$ cat src/rtl/core/ems_pkg.sv
package ems_pkg;

    // Widths fixed by the field list
    localparam int unsigned POS_W    = 17;
    localparam int unsigned STEP_W   = 9;
    localparam int unsigned WIN_W    = 12;
    localparam int unsigned CFG_IDX_W = 3;
    localparam int unsigned CFG_DAT_W = 17;

    // Capture windows around the targets
    localparam logic [POS_W:0] NEAR_SPAN = (POS_W + 1)'(5);
    localparam logic [POS_W:0] TRIG_SPAN = (POS_W + 1)'(4);
    localparam logic [POS_W:0] ALT_LO    = (POS_W + 1)'(730);
    localparam logic [POS_W:0] ALT_HI    = (POS_W + 1)'(1460);

    // Reset values of the registers that do not clear to zero
    localparam logic [STEP_W-1:0] STEP_RESET = STEP_W'(365);
    localparam logic [WIN_W-1:0]  WIN_RESET  = WIN_W'(16);

    // Measurement phases
    typedef enum logic [2:0] {
        PH_APPROACH = 3'd0,
        PH_START    = 3'd1,
        PH_MEASURE  = 3'd2,
        PH_WAIT     = 3'd3,
        PH_IDLE     = 3'd4
    } phase_t;

    // Configuration register indexes
    typedef enum logic [CFG_IDX_W-1:0] {
        REG_APPROACH  = 3'd0,
        REG_START     = 3'd1,
        REG_END_INIT  = 3'd2,
        REG_END_ALT   = 3'd3,
        REG_FIRST_TRG = 3'd4,
        REG_STEP      = 3'd5,
        REG_END_WIN   = 3'd6,
        REG_FULL_TURN = 3'd7
    } cfg_reg_t;

    typedef struct packed {
        logic [POS_W-1:0]  approach_target;
        logic [POS_W-1:0]  start_target;
        logic [POS_W-1:0]  end_target_init;
        logic [POS_W-1:0]  end_alternate;
        logic [POS_W-1:0]  first_trigger;
        logic [STEP_W-1:0] step_counts;
        logic [WIN_W-1:0]  end_window;
        logic              full_turn;
    } cfg_t;

    // One input item, first field in the highest bits
    typedef struct packed {
        logic             cmd;
        logic             has_samples;
        logic             data_pending;
        logic             adc_busy;
        logic [POS_W-1:0] position;
    } item_t;

    // One result item, first field in the highest bits
    typedef struct packed {
        logic       approaching;
        logic       publish_data;
        logic       finish_event;
        logic [1:0] pulse_count;
        logic       reverse_event;
        logic [2:0] phase_now;
    } result_t;

    localparam int unsigned RES_W   = $bits(result_t);
    localparam int unsigned OUT_W   = ((RES_W + 7) / 8) * 8;
    localparam int unsigned IN_DW   = POS_W + 3;
    localparam int unsigned IN_W    = ((IN_DW + 7) / 8) * 8;

endpackage

$ cat src/rtl/core/ems_cfg.sv
module ems_cfg (
    input  logic                 clk,
    input  logic                 rst_n,
    input  logic                 wr_en,
    input  logic [2:0]           wr_index,
    input  logic [16:0]          wr_data,
    output ems_pkg::cfg_t        cfg
);
    import ems_pkg::*;

    cfg_t cfg_reg;

    // Decode the register index and load the addressed field
    always_ff @(posedge clk or negedge rst_n)
    begin
        if (!rst_n)
        begin
            cfg_reg.approach_target <= '0;
            cfg_reg.start_target    <= '0;
            cfg_reg.end_target_init <= '0;
            cfg_reg.end_alternate   <= '0;
            cfg_reg.first_trigger   <= '0;
            cfg_reg.step_counts     <= STEP_RESET;
            cfg_reg.end_window      <= WIN_RESET;
            cfg_reg.full_turn       <= 1'b0;
        end
        else if (wr_en)
        begin
            unique case (cfg_reg_t'(wr_index))
                REG_APPROACH:  cfg_reg.approach_target <= wr_data[POS_W-1:0];
                REG_START:     cfg_reg.start_target    <= wr_data[POS_W-1:0];
                REG_END_INIT:  cfg_reg.end_target_init <= wr_data[POS_W-1:0];
                REG_END_ALT:   cfg_reg.end_alternate   <= wr_data[POS_W-1:0];
                REG_FIRST_TRG: cfg_reg.first_trigger   <= wr_data[POS_W-1:0];
                REG_STEP:      cfg_reg.step_counts     <= wr_data[STEP_W-1:0];
                REG_END_WIN:   cfg_reg.end_window      <= wr_data[WIN_W-1:0];
                REG_FULL_TURN: cfg_reg.full_turn       <= wr_data[0];
                default:       cfg_reg                 <= cfg_reg;
            endcase
        end
    end

    assign cfg = cfg_reg;

endmodule

$ cat src/rtl/core/ems_core.sv
module ems_core #(
    parameter int unsigned ENC_COUNTS = 131072
) (
    input  logic             clk,
    input  logic             rst_n,
    input  logic             step_en,
    input  ems_pkg::item_t   item,
    input  ems_pkg::cfg_t    cfg,
    output ems_pkg::result_t res
);
    import ems_pkg::*;

    // Trigger point must hold both a 17-bit start value and one revolution
    localparam int unsigned TRIG_W = (ENC_COUNTS > (1 << POS_W)) ?
                                     $clog2(ENC_COUNTS) : POS_W;
    localparam logic [TRIG_W:0] REV_COUNTS = (TRIG_W + 1)'(ENC_COUNTS);

    phase_t            phase_reg, phase_next;
    logic [TRIG_W-1:0] trig_reg, trig_next;
    logic [POS_W-1:0]  goal_reg, goal_next;

    logic [POS_W:0]    pos_x;
    logic [TRIG_W:0]   pos_t;
    logic [TRIG_W:0]   trig_x;
    logic [TRIG_W:0]   trig_sum;
    logic [TRIG_W:0]   trig_wrap;
    logic              hit_app;
    logic              hit_start;
    logic              hit_end;
    logic              hit_trig;
    logic              hit_alt;

    // Window compares, all linear with one bit of headroom
    always_comb
    begin
        pos_x   = {1'b0, item.position};
        pos_t   = (TRIG_W + 1)'(item.position);
        trig_x  = {1'b0, trig_reg};
        hit_app = (pos_x + NEAR_SPAN >= {1'b0, cfg.approach_target}) &&
                  (pos_x <= {1'b0, cfg.approach_target} + NEAR_SPAN);
        hit_start = (pos_x + NEAR_SPAN >= {1'b0, cfg.start_target}) &&
                    (pos_x <= {1'b0, cfg.start_target} + NEAR_SPAN);
        hit_end = (pos_x >= {1'b0, goal_reg}) &&
                  (pos_x <= {1'b0, goal_reg} + (POS_W + 1)'(cfg.end_window));
        hit_alt = (pos_x >= {1'b0, cfg.end_alternate} + ALT_LO) &&
                  (pos_x <= {1'b0, cfg.end_alternate} + ALT_HI);
        hit_trig = (pos_t + (TRIG_W + 1)'(TRIG_SPAN) >= trig_x) &&
                   (pos_t <= trig_x + (TRIG_W + 1)'(TRIG_SPAN));
        // Advance the trigger point and wrap once at one revolution
        trig_sum  = trig_x + (TRIG_W + 1)'(cfg.step_counts);
        trig_wrap = (trig_sum >= REV_COUNTS) ? (trig_sum - REV_COUNTS) : trig_sum;
    end

    // Phase cascade for one item
    always_comb
    begin
        phase_t ph;
        ph         = phase_reg;
        trig_next  = trig_reg;
        goal_next  = goal_reg;
        res        = '0;
        if (item.cmd)
        begin
            ph        = PH_APPROACH;
            trig_next = TRIG_W'(cfg.first_trigger);
            goal_next = cfg.end_target_init;
        end
        else if (phase_reg != PH_IDLE)
        begin
            if (ph == PH_APPROACH && hit_app)
            begin
                res.reverse_event = 1'b1;
                ph                = PH_START;
            end
            if (ph == PH_START && hit_start)
            begin
                res.pulse_count = res.pulse_count + 2'd1;
                ph              = PH_MEASURE;
            end
            if (ph == PH_MEASURE)
            begin
                if (hit_end)
                begin
                    res.pulse_count = res.pulse_count + 2'd1;
                    ph              = PH_WAIT;
                end
                else
                begin
                    if (hit_trig)
                    begin
                        trig_next       = trig_wrap[TRIG_W-1:0];
                        res.pulse_count = res.pulse_count + 2'd1;
                    end
                    if (cfg.full_turn && hit_alt)
                    begin
                        goal_next = cfg.end_alternate;
                    end
                end
            end
            else if (ph == PH_WAIT && !item.adc_busy && !item.data_pending)
            begin
                res.finish_event = 1'b1;
                res.publish_data = item.has_samples;
                ph               = PH_IDLE;
            end
        end
        phase_next      = ph;
        res.phase_now   = phase_next;
        res.approaching = (phase_next == PH_APPROACH);
    end

    // Hold the sequencer state between items
    always_ff @(posedge clk or negedge rst_n)
    begin
        if (!rst_n)
        begin
            phase_reg <= PH_IDLE;
            trig_reg  <= '0;
            goal_reg  <= '0;
        end
        else if (step_en)
        begin
            phase_reg <= phase_next;
            trig_reg  <= trig_next;
            goal_reg  <= goal_next;
        end
    end

    // Finish always leaves the block idle
    a_finish_idle: assert property (@(posedge clk) disable iff (!rst_n)
        (step_en && res.finish_event) |=> (phase_reg == PH_IDLE))
        else $error("finish did not leave the block idle");

    // Published data only comes with a finish
    a_publish_finish: assert property (@(posedge clk) disable iff (!rst_n)
        (res.publish_data) |-> (res.finish_event))
        else $error("publish without finish");

    // An arm always restarts at approach with the first trigger loaded
    a_arm_load: assert property (@(posedge clk) disable iff (!rst_n)
        (step_en && item.cmd) |=>
        (phase_reg == PH_APPROACH) && (trig_reg == TRIG_W'($past(cfg.first_trigger))))
        else $error("arm did not load the sequencer");

endmodule

$ cat src/rtl/core/encoder_measurement_sequencer.sv
// Encoder measurement sequencer.
// Configuration: write beats on cfg_valid/cfg_ready carry a register index
// (cfg_index) and data (cfg_data); cfg_ready is always high. Write only while
// the block is idle (no item in flight).
// Input stream: s_axis_tuser is the command (0 position sample, 1 arm),
// s_axis_tdata carries the position and the converter/buffer flags.
// Output stream: one result beat per input beat, in order, on m_axis_*.
// Each beat passes an input register, one step of compare/add logic that
// also updates the phase, trigger point and end goal, and a result register.
// A beat accepted into the input register moves into the result register when the
// output is free, and is presented on m_axis from there. Throughput: one beat
// per cycle while the receiver does not stall, set by the state update loop,
// which closes through the core's state registers alone.
// When the receiver stalls, the result register holds; the input register
// still takes one more beat, then s_axis_tready drops until the result moves.
// Reset: phase idle, trigger point and end goal zero, step 365, end window
// 16, all other registers zero; both pipeline registers empty.
module encoder_measurement_sequencer #(
    parameter int unsigned ENC_COUNTS = 131072
) (
    input  logic        clk,
    input  logic        rst_n,
    // configuration write channel
    input  logic        cfg_valid,
    output logic        cfg_ready,
    input  logic [2:0]  cfg_index,
    input  logic [16:0] cfg_data,
    // input stream
    input  logic        s_axis_tvalid,
    output logic        s_axis_tready,
    // tdata: position[16:0], adc_busy[17], data_pending[18], has_samples[19]
    input  logic [23:0] s_axis_tdata,
    // tuser: cmd[0]
    input  logic        s_axis_tuser,
    // output stream
    output logic        m_axis_tvalid,
    input  logic        m_axis_tready,
    // tdata: phase_now[2:0], reverse_event[3], pulse_count[5:4],
    //        finish_event[6], publish_data[7], approaching[8]
    output logic [15:0] m_axis_tdata
);
    import ems_pkg::*;

    cfg_t    cfg;
    item_t   in_reg;
    logic    in_valid_reg;
    result_t res_next;
    result_t res_reg;
    logic    out_valid_reg;
    logic    advance;

    assign cfg_ready = 1'b1;

    ems_cfg u_cfg (
        .clk      (clk),
        .rst_n    (rst_n),
        .wr_en    (cfg_valid),
        .wr_index (cfg_index),
        .wr_data  (cfg_data),
        .cfg      (cfg)
    );

    // Move the held beat forward whenever the result register can take it
    assign advance       = in_valid_reg && (!out_valid_reg || m_axis_tready);
    assign s_axis_tready = !in_valid_reg || advance;

    // Input register
    always_ff @(posedge clk or negedge rst_n)
    begin
        if (!rst_n)
        begin
            in_valid_reg <= 1'b0;
        end
        else if (s_axis_tready)
        begin
            in_valid_reg <= s_axis_tvalid;
        end
    end

    always_ff @(posedge clk)
    begin
        if (s_axis_tready && s_axis_tvalid)
        begin
            in_reg <= {s_axis_tuser, s_axis_tdata[IN_DW-1:0]};
        end
    end

    ems_core #(
        .ENC_COUNTS (ENC_COUNTS)
    ) u_core (
        .clk     (clk),
        .rst_n   (rst_n),
        .step_en (advance),
        .item    (in_reg),
        .cfg     (cfg),
        .res     (res_next)
    );

    // Result register: load on advance, drop once taken
    always_ff @(posedge clk or negedge rst_n)
    begin
        if (!rst_n)
        begin
            out_valid_reg <= 1'b0;
        end
        else if (advance)
        begin
            out_valid_reg <= 1'b1;
        end
        else if (m_axis_tready)
        begin
            out_valid_reg <= 1'b0;
        end
    end

    always_ff @(posedge clk)
    begin
        if (advance)
        begin
            res_reg <= res_next;
        end
    end

    assign m_axis_tvalid = out_valid_reg;
    assign m_axis_tdata  = {(OUT_W - RES_W)'(0), res_reg};

    // Input only stalls behind a full, blocked result register
    a_stall_cause: assert property (@(posedge clk) disable iff (!rst_n)
        (!s_axis_tready) |-> (in_valid_reg && m_axis_tvalid && !m_axis_tready))
        else $error("input stalled without a blocked result");

    // Every advanced beat is presented on the next cycle
    a_advance_out: assert property (@(posedge clk) disable iff (!rst_n)
        advance |=> m_axis_tvalid)
        else $error("advanced beat not presented");

    // A new result appears only after a beat advanced
    a_rise_source: assert property (@(posedge clk) disable iff (!rst_n)
        $rose(m_axis_tvalid) |-> $past(advance))
        else $error("result appeared without an item");

endmodule

$ cat config.mk
export PLATFORM = sky130hd
export DESIGN_NAME = encoder_measurement_sequencer
export DESIGN_NICKNAME = d
export VERILOG_FILES = /design/src/rtl/core/ems_pkg.sv /design/src/rtl/core/ems_cfg.sv /design/src/rtl/core/ems_core.sv /design/src/rtl/core/encoder_measurement_sequencer.sv
export SDC_FILE = /design/constraint.sdc
export NUM_CORES = 1
export LEC_CHECK = 0
export BUFFER_PORTS_ARGS = -buffer_cell sky130_fd_sc_hd__buf_4
export CAP_MARGIN = 0
export CORE_MARGIN = 4
export CORE_UTILIZATION = 60
export CTS_BUF_LIST = sky130_fd_sc_hd__clkbuf_8
export DETAILED_ROUTE_END_ITERATION = 6
export PLACE_DENSITY = 0.78
export SYNTH_ARGS = -nofsm -noshare
export SYNTH_HDL_FRONTEND = slang
export SYNTH_SLANG_ARGS = --single-unit
export TNS_END_PERCENT = 20
$ cat constraint.sdc
create_clock -name clk -period 11.7 [get_ports clk]
set_input_delay 3.51 -clock clk [delete_from_list [all_inputs] [get_ports clk]]
set_output_delay 3.51 -clock clk [all_outputs]
set_load 0.05 [all_outputs]
==> results.json, run 1 <==
{
  "grt_max_degree": 82,
  "grt_pass1_vias": 10720,
  "crit_path_end": "s_axis_tready",
  "hold_viol_final": 0,
  "wirelength_mm": 35.81,
  "drc": 0,
  "worstSetupStartpoint": "m_axis_tready",
  "crit_family": "buffers and inverters",
  "p_switching_uw": 1107,
  "r2r_cells": 21,
  "cts_max_level": 4,
  "fmax_mhz": 132.7,
  "drtIter0Drc": 818,
  "crit_top_cell": "buf_4",
  "via_per_inst": 6.298,
  "arrival_ns": 4.02,
  "crit_fanout": 3,
  "maxCapViolations": 0,
  "hold_path.class": "reg -> reg",
  "critical_path_required_ns": 8.19,
  "p_leak_uw": 0.006517,
  "clock-root-buffer": "clkbuf_8",
  "cts_tree": "done",
  "p_seq_frac": 0.350,
  "initial_utilization": 0.6172,
  "synthDistinctLibCells": 79,
  "largest_reg_flops": 107,
  "reg2reg_slack_ns": 4.97,
  "clock_latency_ns": 0.47,
  "grtUsageTotal": 0.2825,
  "worstMarginPinSlew_ns": 1.106,
  "ioPinCount": 69,
  "outcome": "finished clean",
  "fin_tns_setup_ns": 0,
  "antenna_found_initial": 0,
  "ys_ff_latch": 176,
  "async_reset_ff_frac": 0.8295,
  "start_kind": "primary input",
  "ys_warn_count": 0,
  "switching_share": 0.4216,
  "clockBufferDepth": 2,
  "critPathKind": "in -> out",
  "dieHeight_um": 158.8,
  "detail-route-antenna-nets": 0,
  "vias": 11060,
  "clock_skew_ns": 0.01760,
  "peakVddDrop_mv": 0.08993,
  "min_from": "u_cfg.cfg[32]",
  "synth-edff-count": 30,
  "drt-pass1-iter-count": 7,
  "yosys.area.top_type": "dfrtp_1",
  "syn_area_per_cell_um2": 9.616,
  "die_area_mm2": 0.02520,
  "ys_seq_area_frac": 0.3347,
  "r2r-start": "u_core.goal_reg[0]",
  "crit_cells": 3,
  "period_share": 0.6440,
  "p_comb_frac": 0.483,
  "yosysTopAreaCellShare": 0.2533,
  "syn_inst": 1418,
  "path_buf_inv": 2,
  "rsz0062_at_grt": "false",
  "antenna_cells": 0,
  "ctsHoldBuffers": 0,
  "core_area_mm2": 0.02209,
  "final_cell_mix": "ha_1, dfrtp_1, nand2_1, inv_1, xnor2_1",
  "synth_area_leaders": "dfrtp_1, ha_1, edfxtp_1",
  "cts_sinks": 176,
  "max_stage_delay_ns": 0.21,
  "worst_path_max_delay_cell": "buf_4",
  "area_growth_pct": 7.937,
  "path_cells": "buf_4 > nand3b_1 > buf_4",
  "grt_overflow": 0,
  "cts-resized-gates": 0,
  "clkSlewWorstSetupHoldPaths_ns": 0.09,
  "finalSetupViolCount": 0,
  "num_rows": 54,
  "final_common_cell": "ha_1",
  "layout-drive-gt1-share": 0.1362,
  "cts_setup_buffers": 0,
  "ys.flop_type": "dfrtp_1",
  "die_w_um": 158.8,
  "netlist_area_mm2": 0.01364,
  "p_clk_frac": 0.168,
  "power-per-cell-area_mw_per_mm2": 178.4,
  "fillCellCount": 1785,
  "p_int_uw": 1519,
  "place_congestion": 0.9166,
  "r2r_end": "u_core.goal_reg[1]",
  "drt-wirelength-per-cell_um": 20.39,
  "grt_pass1_wl_mm": 57.56,
  "nets": 1713,
  "numPortBuffers": 56,
  "worstSetupEndpointType": "output port",
  "holdWs_ns": 0.5014,
  "relSlewSlack": 0.2627,
  "cts_inserted_buffers": 17,
  "slew_viol_final": 0,
  "fin_crit_ns": 7.534,
  "hpwl_mm": 27.00
}
## how the worst min path moves through the flow
stage / end / slack, ns / cells after the start
6_report: u_core.trig_reg[10] / 0.50 / 2
3_5_place_dp: u_core.trig_reg[10] / 0.49 / 2
3_3_place_gp: m_axis_tvalid / 0.47 / 1
5_1_grt: u_cfg.cfg[66] / 0.52 / 1
4_1_cts: u_core.trig_reg[10] / 0.51 / 2
2_1_floorplan: u_core.trig_reg[10] / 0.45 / 2
## layer usage
metal  vias up  share of wire  global-route usage
met4         0          0.026             0.08284
met5         -              0                   0
met2       366           0.45              0.4448
met1      5381           0.46              0.4048
met3        61          0.066             0.04692
li1       5252              -                   -
## kinds of logic after synthesis
group                    after synthesis  share of synthesized area
other                                  2                  0.0005508
multiplexers                          85                    0.06937
AO/OA/AOI/OAI                        318                     0.1547
AND/OR/NAND/NOR                      376                     0.1389
adder cells (fa/ha/maj)              200                     0.1846
flip-flops                           176                     0.3347
buffers and inverters                146                    0.04322
XOR/XNOR                             115                    0.07387
## layout make-up
cell class	instances	area (um^2)	share of cell area
clock buffer	17	234.0	0.01590
clock inverter	15	158.9	0.01080
inverter	97	364.1	0.02474
multi-input combinational	1102	8524	0.5792
sequential	176	4564	0.3101
tap	280	350.3	0.02380
timing repair buffer	69	521.8	0.03545
## synth_stat cells, drive strengths merged, types with 8 or more instances
master,number
a2111oi,8
a211oi,20
a21o,25
a21oi,67
a2bb2oi,16
and3,8
buf,20
clkbuf,29
dfrtp,138
dfstp,8
edfxtp,30
ha,198
inv,97
mux2,76
mux2i,9
nand2,101
nand2b,29
nand3,46
nand4,38
nor2,70
nor2b,10
nor3,29
nor4,11
o21a,11
o21ai,88
o21bai,9
o31ai,15
xnor2,91
xor2,24
## per-stage QoR
stage | instance area (um^2) | power (uW) | cells | setup slack, ns | utilization
floorplan | 13660 | 1838 | 1424 | 4.197 | -
global placement | 14330 | 2106 | 1724 | 4.198 | 0.6484
detailed placement | 14330 | 2167 | 1724 | 4.171 | 0.6484
CTS | 14720 | 2614 | 1756 | 4.167 | 0.6662
global route | 14720 | 2839 | 1756 | 4.136 | 0.6662
finish | 14720 | 2626 | 1756 | 4.166 | 0.6662
## worst min-delay path: stages (launching register included)
cell and delay [ns]:
dfrtp_1 0.35, nand2_1 0.06, o311ai_1 0.06
## power groups by stage
stage	Combinational, uW	Sequential [uW]	Clock, uW
after floorplan	965	873	0
after global placement	1190	917	0
after detailed placement	1250	922	0
after CTS	1250	912	447
after global routing	1430	934	474
final	1270	918	441
(Power assumes the default switching activity.)
==> run 2: changes to the inputs <==
Settings changed: ABC_AREA set to 1, CORE_UTILIZATION 60 to 59, PLACE_DENSITY 0.78 to 0.8.
Clock period 11.7 ns to 6.63 ns, I/O delays scaled along.
==> results.json, run 2 <==
{
  "wirelength_mm": 38.91,
  "netlist_area_mm2": 0.01433,
  "fmax_mhz": 215.4,
  "synth_simple_gate_area_frac": 0.2389,
  "ctsHoldBuffers": 0,
  "syn_inst": 1840,
  "outcome": "finished clean",
  "multi_input_area_mm2": 0.008716,
  "final_common_cell": "nand2_1",
  "fin_tns_setup_ns": 0,
  "grt.met2_usage": 0.4476,
  "arrival_ns": 5.01,
  "r2r-start": "u_cfg.cfg[73]",
  "drc": 0,
  "dieHeight_um": 163.8,
  "final_cell_mix": "nand2_1, inv_1, ha_1, o21ai_0, dfrtp_1",
  "r2r_cells": 24,
  "cts_sinks": 176,
  "period_share": 0.7003,
  "fin_crit_ns": 4.643,
  "synthDistinctLibCells": 52,
  "reg2reg_slack_ns": 1.99,
  "numPortBuffers": 56,
  "grt_max_degree": 114,
  "synth_area_leaders": "dfrtp_1, ha_1, nand2_1",
  "p_leak_uw": 0.007756,
  "worst_path_max_delay_cell": "nand3_4",
  "async_reset_ff_frac": 0.8295,
  "relSlewSlack": 0.2443,
  "crit_fanout": 34,
  "cts_setup_buffers": 0,
  "grt_overflow": 0,
  "slew_viol_final": 0,
  "finalSetupViolCount": 0,
  "holdWs_ns": 0.4959,
  "antenna_found_initial": 1,
  "place_congestion": 0.9382,
  "syn_area_per_cell_um2": 7.786,
  "ys_ff_latch": 176,
  "clock_skew_ns": 0.02198,
  "ys.flop_type": "dfrtp_1",
  "critical_path_required_ns": 7.00,
  "drt-wirelength-per-cell_um": 17.52,
  "clkSlewWorstSetupHoldPaths_ns": 0.10,
  "grtUsageTotal": 0.2944,
  "hpwl_mm": 28.81,
  "area_growth_pct": 7.275,
  "synth_xor_area_frac": 0.06908,
  "synthTopCellsByCount": "nand2_1, inv_1, ha_1",
  "hold_viol_final": 0,
  "worstMarginPinSlew_ns": 1.130,
  "drtIter0Drc": 976,
  "via_per_inst": 5.663,
  "synthAdderAreaFrac": 0.1757,
  "cts_tree": "done",
  "yosysMostFrequentCell": "nand2_1",
  "critPathKind": "reg -> reg",
  "r2r_end": "u_core.trig_reg[2]",
  "synth_compound_area_frac": 0.1156,
  "clockBufferDepth": 2,
  "worstSetupEndpointType": "flip-flop",
  "cts_inserted_buffers": 17,
  "vias": 12580,
  "hold_end": "u_cfg.cfg[58]",
  "initial_utilization": 0.6049,
  "muxShareOfSynthArea": 0.006987,
  "synth_top_family_by_area": "simple AND/OR/NAND/NOR gates",
  "detail-route-antenna-nets": 0,
  "cts-resized-gates": 0,
  "layout-drive-gt1-share": 0.09258,
  "hold_path.class": "reg -> reg",
  "min_from": "u_cfg.cfg[58]",
  "ys_warn_count": 0,
  "yosysTopAreaCellShare": 0.2410,
  "drt-pass1-iter-count": 7,
  "largest_reg_flops": 107,
  "rsz0062_at_grt": "false",
  "nets": 2138,
  "use_met3": 0.05069,
  "power-per-cell-area_mw_per_mm2": 321.0,
  "grt_pass1_vias": 11700,
  "yosys.area.top_type": "dfrtp_1",
  "clock-root-buffer": "clkbuf_8",
  "power_uw": 4933,
  "max_stage_delay_ns": 0.45,
  "core_area_mm2": 0.02368,
  "start_kind": "flip-flop",
  "grt_use_met1": 0.4278,
  "die_area_mm2": 0.02684,
  "synth-edff-count": 30,
  "maxCapViolations": 0,
  "peakVddDrop_mv": 0.1611,
  "die_w_um": 163.8,
  "regArea_mm2": 0.004564,
  "num_rows": 56,
  "path_cells": "ha_1 > nor2_1 > nor2_1 > nand3_1 > nor3_1 > nand3_1 > nor2_1 > nand2_1 > nor4_1 > xor2_1 > ha_1 > nand3_1 > nor4_1 > a21oi_1 > nand2_1 > nand2_2 > clkinv_1 > nand2_2 > a21oi_4 > nand2_4 > nand2_4 > nand3_4 > nand2_1 > o21ai_2",
  "grt_pass1_wl_mm": 61.07,
  "cts_max_level": 4,
  "busiest_layer": "met2",
  "ioPinCount": 69,
  "clock_latency_ns": 0.49,
  "ys_seq_area_frac": 0.3186,
  "holdPathStages": 2,
  "fillCellCount": 2137
}
[run 2: cell types whose count changed after synthesis, moves of 59 or more]
cell and delta:
inv_1 +116, nand2_1 +353, o21ai_0 +64, xor2_1 +75
xnor2_1 -77, nor2_1 +59, mux2_2 -75
[run 2: cell families (layout without fill, tap and decap cells)]
group | after synthesis | count (layout)
fa+ha+maj | 200 | 200
compound gates | 292 | 292
mux | 10 | 10
simple gates | 781 | 781
buf+inv | 266 | 321
flops | 176 | 176
other cells | 2 | 9
xor+xnor | 113 | 113
[run 2: metal layers]
metal	share of wire	vias up
li1	-	6174
met1	0.47	5941
met2	0.43	396
met3	0.072	67
met4	0.030	0
met5	0	-
[run 2: report_power, final]
group          leakage [uW]  internal [uW]  switching, uW
registers           0.00211           1360            303
clock network      0.000195            277            447
logic               0.00545            979           1570
[run 2: stage by stage]
stage / setup WS (ns) / instances / area [um^2] / utilization
global placement: 2.185 / 2188 / 15010 / 0.6337
CTS: 2.002 / 2220 / 15370 / 0.6488
detailed placement: 2.026 / 2188 / 15010 / 0.6337
floorplan: 2.192 / 1846 / 14350 / -
finish: 1.987 / 2221 / 15370 / 0.6489
global route: 1.586 / 2220 / 15370 / 0.6488
[run 2: worst max-delay path by stage]
stage / to / cells after the start / slack, ns / start
final: u_core.trig_reg[2] / 24 / 1.99 / u_cfg.cfg[73]
after global placement: s_axis_tready / 4 / 2.19 / m_axis_tready
after detailed placement: u_core.trig_reg[2] / 24 / 2.03 / u_cfg.cfg[73]
after global routing: u_core.trig_reg[2] / 24 / 1.59 / u_cfg.cfg[73]
after CTS: u_core.trig_reg[2] / 24 / 2.00 / u_cfg.cfg[73]
after floorplan: s_axis_tready / 2 / 2.19 / m_axis_tready
[run 2: layout make-up]
| class | count | share of cell area |
|---|---|---|
| tap | 319 | 0.02597 |
| multi-input combinational | 1404 | 0.5671 |
| clock buffer | 18 | 0.01612 |
| sequential | 176 | 0.2970 |
| clock inverter | 14 | 0.007164 |
| antenna | 1 | 0.0001628 |
| inverter | 225 | 0.05495 |
| timing repair buffer | 64 | 0.03151 |
[run 2: worst max-delay path: cells and delay by family, from the launching register on]
kind                       cells  cell delay [ns]
AOI/OAI and AO/OA              3             0.36
xor gates and xnor gates       1             0.13
adders and majority gates      2             0.56
buffers and inverters          1             0.07
DFF                            1             0.42
and+or+nand+nor               17             2.96
